<file path="src/rtl/core/tmqt_pkg.sv">
// Shared types, codes and reset constants for the typed message queue table.
// Used by tmqt_front, tmqt_back, the top level and the checker.
package tmqt_pkg;

    localparam int DEF_QUEUES    = 16;
    localparam int DEF_MSG_SLOTS = 64;

    localparam logic [8:0]  MODE_MASK     = 9'h1FF;
    localparam logic [15:0] LIMIT_RST     = 16'd4096;
    localparam logic [13:0] MAX_BYTES_RST = 14'd1024;
    localparam logic [6:0]  MSG_CNT_MAX   = 7'd127;

    localparam logic [1:0] CFG_DEFAULT_LIMIT = 2'd0;
    localparam logic [1:0] CFG_MAX_BYTES     = 2'd1;

    localparam logic [2:0] K_GET    = 3'd0;
    localparam logic [2:0] K_SEND   = 3'd1;
    localparam logic [2:0] K_RECV   = 3'd2;
    localparam logic [2:0] K_STAT   = 3'd3;
    localparam logic [2:0] K_SET    = 3'd4;
    localparam logic [2:0] K_REMOVE = 3'd5;

    localparam logic [3:0] S_OK            = 4'd0;
    localparam logic [3:0] S_BAD_QUEUE     = 4'd1;
    localparam logic [3:0] S_NO_KEY        = 4'd2;
    localparam logic [3:0] S_NO_SLOT       = 4'd3;
    localparam logic [3:0] S_BAD_SIZE      = 4'd4;
    localparam logic [3:0] S_FULL_NOWAIT   = 4'd5;
    localparam logic [3:0] S_FULL_BLOCKED  = 4'd6;
    localparam logic [3:0] S_TOO_LARGE     = 4'd7;
    localparam logic [3:0] S_EMPTY_NOWAIT  = 4'd8;
    localparam logic [3:0] S_EMPTY_BLOCKED = 4'd9;
    localparam logic [3:0] S_POOL_FULL     = 4'd10;

    // Decoded command as it sits in the front queue
    typedef struct packed {
        logic [2:0]  kind;
        logic        bad;
        logic        size_bad;
        logic [31:0] key;
        logic        create_flag;
        logic [8:0]  mode_bits;
        logic [3:0]  queue_id;
        logic [31:0] msg_type;
        logic [13:0] byte_count;
        logic        nowait;
        logic [31:0] payload;
        logic [15:0] new_limit;
        logic [15:0] pid;
    } cmd_t;

    typedef struct packed {
        logic [3:0]  q;
        logic [31:0] mtype;
        logic [13:0] size;
        logic [31:0] payload;
    } slot_t;

    typedef struct packed {
        logic [3:0]  status;
        logic [3:0]  queue_id_out;
        logic [31:0] msg_type_out;
        logic [13:0] byte_count_out;
        logic [31:0] payload_out;
        logic [6:0]  msg_total;
        logic [15:0] queue_bytes;
        logic [15:0] queue_limit;
        logic [8:0]  mode_out;
        logic [15:0] last_sender;
        logic [15:0] last_receiver;
    } result_t;

endpackage

</file>
<file path="src/rtl/core/tmqt_front.sv">
// Front end: accepts input transfers, classifies them and holds them in a
// two-entry command queue. Depends on tmqt_pkg.
module tmqt_front import tmqt_pkg::*; #(
    parameter int QUEUES = DEF_QUEUES
) (
    input  logic        aclk,
    input  logic        aresetn,
    input  logic        s_valid,
    output logic        s_ready,
    input  logic [2:0]  s_kind,
    input  logic [31:0] s_key,
    input  logic        s_create_flag,
    input  logic [8:0]  s_mode_bits,
    input  logic [3:0]  s_queue_id,
    input  logic [31:0] s_msg_type,
    input  logic [13:0] s_byte_count,
    input  logic        s_nowait,
    input  logic [31:0] s_payload,
    input  logic [15:0] s_new_limit,
    input  logic [15:0] s_pid,
    input  logic [13:0] max_bytes,
    output logic        cmd_valid,
    output cmd_t        cmd,
    input  logic        cmd_pop
);
    localparam int QLIM = (QUEUES < 16) ? QUEUES : 16;

    cmd_t       fifo_reg [2];
    logic       wr_ptr_reg;
    logic       rd_ptr_reg;
    logic [1:0] count_reg;
    cmd_t       dec;
    logic       push;

    always_comb begin
        dec.kind        = s_kind;
        dec.bad         = (s_kind != K_GET) &&
                          ((s_kind > K_REMOVE) || ({1'b0, s_queue_id} >= 5'(QLIM)));
        dec.size_bad    = (s_byte_count == 14'd0) || (s_byte_count > max_bytes);
        dec.key         = s_key;
        dec.create_flag = s_create_flag;
        dec.mode_bits   = s_mode_bits & MODE_MASK;
        dec.queue_id    = s_queue_id;
        dec.msg_type    = s_msg_type;
        dec.byte_count  = s_byte_count;
        dec.nowait      = s_nowait;
        dec.payload     = s_payload;
        dec.new_limit   = s_new_limit;
        dec.pid         = s_pid;
    end

    assign s_ready   = (count_reg != 2'd2);
    assign push      = s_valid && s_ready;
    assign cmd_valid = (count_reg != 2'd0);
    assign cmd       = fifo_reg[rd_ptr_reg];

    always_ff @(posedge aclk) begin
        if (push) begin
            fifo_reg[wr_ptr_reg] <= dec;
        end
    end

    always_ff @(posedge aclk) begin
        if (!aresetn) begin
            wr_ptr_reg <= 1'b0;
            rd_ptr_reg <= 1'b0;
            count_reg  <= 2'd0;
        end else begin
            if (push) begin
                wr_ptr_reg <= ~wr_ptr_reg;
            end
            if (cmd_pop) begin
                rd_ptr_reg <= ~rd_ptr_reg;
            end
            case ({push, cmd_pop})
                2'b10:   count_reg <= count_reg + 2'd1;
                2'b01:   count_reg <= count_reg - 2'd1;
                default: count_reg <= count_reg;
            endcase
        end
    end

endmodule

</file>
<file path="config.mk">
export PLATFORM = sky130hd
export DESIGN_NAME = tmqt_front
export DESIGN_NICKNAME = d
export VERILOG_FILES = /design/src/rtl/core/tmqt_pkg.sv /design/src/rtl/core/tmqt_front.sv
export SDC_FILE = /design/constraint.sdc
export NUM_CORES = 1
export LEC_CHECK = 0
export BUFFER_PORTS_ARGS = -buffer_cell sky130_fd_sc_hd__buf_2
export CAP_MARGIN = 20
export CORE_MARGIN = 4
export CORE_UTILIZATION = 45
export CTS_CLUSTER_SIZE = 12
export DETAILED_ROUTE_END_ITERATION = 16
export GPL_TIMING_DRIVEN = 1
export PLACE_DENSITY = 0.66
export SLEW_MARGIN = 20
export SYNTH_ARGS = -nofsm -noshare
export SYNTH_HDL_FRONTEND = slang
export SYNTH_SLANG_ARGS = --single-unit
</file>
<file path="constraint.sdc">
create_clock -name aclk -period 10.4 [get_ports aclk]
set_input_delay 0.52 -clock aclk [delete_from_list [all_inputs] [get_ports aclk]]
set_output_delay 0.52 -clock aclk [all_outputs]
set_load 0.01 [all_outputs]
</file>
==> impl_metrics.json <==
{
  "setup_viol": 0,
  "hold_class": "in -> reg",
  "p_leak_uw": 0.00616,
  "p_seq_frac": 0.503,
  "place_area_mm2": 0.0147,
  "synth.distinct_cells": 29,
  "post_cts_resize_count": 0,
  "port_buffers": 341,
  "fin_crit_sh": 0.351,
  "rows": 61,
  "gp_congestion": 0.774,
  "max_stage_delay_ns": 0.73,
  "dp.cells": 1288,
  "dp.final_hpwl_um": 17800,
  "vias": 6501,
  "cp_data_arrival_time_ns": 3.13,
  "synth_area_mm2": 0.0126,
  "path_cells": "buf_4 > buf_4 > mux2_2 > buf_2",
  "fin_cells": 1350,
  "first_iter_violations": 357,
  "stdcell_area_mm2": 0.0158,
  "yosysSeqAreaShare": 0.780,
  "p_comb_frac": 0.143,
  "layout_min_cycle_time_ns": 3.65,
  "netlist_instances": 581,
  "slew_viol_final": 0,
  "clock_skew_ns": 0.0161,
  "avgSynthCellArea_um2": 21.7,
  "clock.fmax_mhz": 274,
  "powerDensity_mw_per_mm2": 210,
  "cts_tree": "built",
  "p_total_uw": 3310,
  "grt_util_all_layers": 0.163,
  "cts_sinks": 329,
  "drcViolationCount": 0,
  "synth_fp_nets": 774,
  "status": "complete, no violations",
  "rsz0062_at_grt": "no",
  "die_w_um": 175,
  "internal_power_uw": 2550,
  "postCtsSetupBuffers": 0,
  "path_class": "reg -> out",
  "slowest_stage": "buf_4",
  "p_sw_frac": 0.228,
  "fin_setup_tns_ns": 0,
  "ir_worst_vdd_mv": 0.183,
  "cp-start-kind": "flop",
  "coreArea_mm2": 0.0277,
  "nNetsFinal": 1141,
  "die_h_um": 175,
  "crit_path_frequent_cell": "buf_4",
  "largest_register_ffs": 324,
  "wirelength_um": 26000,
  "max-slew-margin-rel": 0.246,
  "drt-wirelength-per-cell_um": 19.2,
  "clkTransAtPathRegs_ns": 0.06,
  "crit_path_end_kind": "output port",
  "vias_per_cell": 4.82,
  "antenna_found_initial": 4,
  "maxCapViolCount": 0,
  "ys_ff_latch": 329,
  "yosys_warnings": 0,
  "start_util": 0.455,
  "critPathRequiredTime_ns": 9.88,
  "clock-root-buffer": "clkbuf_16",
  "fin_hold_ws_ns": 0.207,
  "worstPathMaxFanout": 45,
  "drive_gt1_frac": 0.573,
  "power.share.clock": 0.355,
  "grt_max_degree": 163,
  "tightestPinTransition_ns": 1.13,
  "numCtsBuffers": 36,
  "first_global_vias": 6882,
  "num_io_pins": 342,
  "dr.pass1.iters": 4,
  "htreeDepth": 2,
  "cts_hold_buf": 0,
  "grt_pass1_wl_um": 38600,
  "area_growth_pct": 25.3,
  "clk_latency_ns": 0.50,
  "hold_violations": 0,
  "clockBufferDepth": 3,
  "gr-total-overflow": 0,
  "ant_nets": 0,
  "die_area_mm2": 0.0308,
  "switching_power_uw": 756
}
[placed cells by master (no fill, tap or decap), types with 2 or more instances in the layout]
cell type and instances:
buf_2 341, edfxtp_1 324, mux2_2 82, mux2_4 80, clkbuf_16 37, ha_1 15, inv_1 14, clkbuf_1 14
and2_1 5, a21oi_1 5, buf_4 5, nand2_1 4, nand4_1 4, nor4_1 4, clkinv_1 4, dfxtp_1 4
xnor2_1 3, a21o_1 2, nand3_1 2, clkinv_2 2, bufinv_16 2
[path summary, 6_finish.rpt]
kind / end / slack [ns] / cells after the start / start
worst min register to register: count_reg[1] / 0.51 / 2 / count_reg[1]
worst max register to register: fifo_reg[1][8] / 7.90 / 3 / count_reg[0]
worst min-delay path: fifo_reg[1][152] / 0.21 / 1 / s_key[27]
worst max-delay path: cmd[55] / 6.75 / 4 / flop
[Yosys cell counts (all sizes together)]
| cell | n | area share |
|---|---|---|
| a21boi | 1 | 0.00060 |
| a21o | 2 | 0.0012 |
| nor2 | 2 | 0.00060 |
| o31a | 1 | 0.00069 |
| nand3 | 2 | 0.00079 |
| xnor2 | 3 | 0.0021 |
| and3 | 1 | 0.00050 |
| nand2 | 4 | 0.0012 |
| nor4 | 4 | 0.0020 |
| ha | 15 | 0.015 |
| buf | 18 | 0.012 |
| o211ai | 1 | 0.00060 |
| nand4 | 4 | 0.0020 |
| o21bai | 1 | 0.00060 |
| mux2 | 162 | 0.17 |
| or2 | 1 | 0.00050 |
| dfxtp | 5 | 0.0079 |
| o21ai | 1 | 0.00040 |
| or3 | 1 | 0.00050 |
| xor2 | 1 | 0.00069 |
| inv | 14 | 0.0042 |
| nor2b | 1 | 0.00050 |
| and2 | 5 | 0.0025 |
| nand2b | 1 | 0.00050 |
| edfxtp | 324 | 0.77 |
| a311oi | 1 | 0.00069 |
| a21oi | 5 | 0.0020 |
[kinds of logic after synthesis]
group,count (synthesis),share of synthesized area
AO/OA/AOI/OAI,13,0.00675
XOR/XNOR,4,0.00278
adder cells (fa/ha/maj),15,0.0149
buffers and inverters,32,0.0158
flip-flops,329,0.780
multiplexers,162,0.169
AND/OR/NAND/NOR,26,0.0115
[area by class of cell]
type,count,area [µm²]
Antenna cell,1,2.50
Clock inverter,9,93.8
Clock buffer,52,992
Inverter,14,52.6
Sequential cell,329,9830
Tap cell,378,473
Timing Repair Buffer,347,1760
Fill cell,2198,11900
Multi-Input combinational cell,220,2590
[power by group through the flow]
| stage | Combinational, µW | Clock (µW) | Sequential [µW] |
|---|---|---|---|
| floorplan | 295 | 0 | 1700 |
| global placement | 476 | 0 | 1690 |
| detailed placement | 481 | 0 | 1690 |
| CTS | 483 | 1200 | 1670 |
| global route | 512 | 1270 | 1680 |
| finish | 473 | 1170 | 1660 |
[critical path: cells and delay by family (launching register included)]
kind,cells,cell delay [ns]
flops,1,0.65
mux,1,0.42
buf+inv,3,1.48
[per-layer routing]
layer  global-route usage  wire length (µm)  vias up
li1                     -                 -     3035
met4               0.0442               531        6
met1                0.201             10300     3156
met2                0.273             12600      261
met5                    0                51        -
met3               0.0596              2470       43
[metrics by stage]
stage	worst slack (ns)	utilization
floorplan	2.30	-
global placement	7.28	0.531
detailed placement	7.24	0.531
CTS	6.70	0.570
global route	6.59	0.570
finish	6.75	0.570
Note: power is estimated with default switching activity, not from simulation.
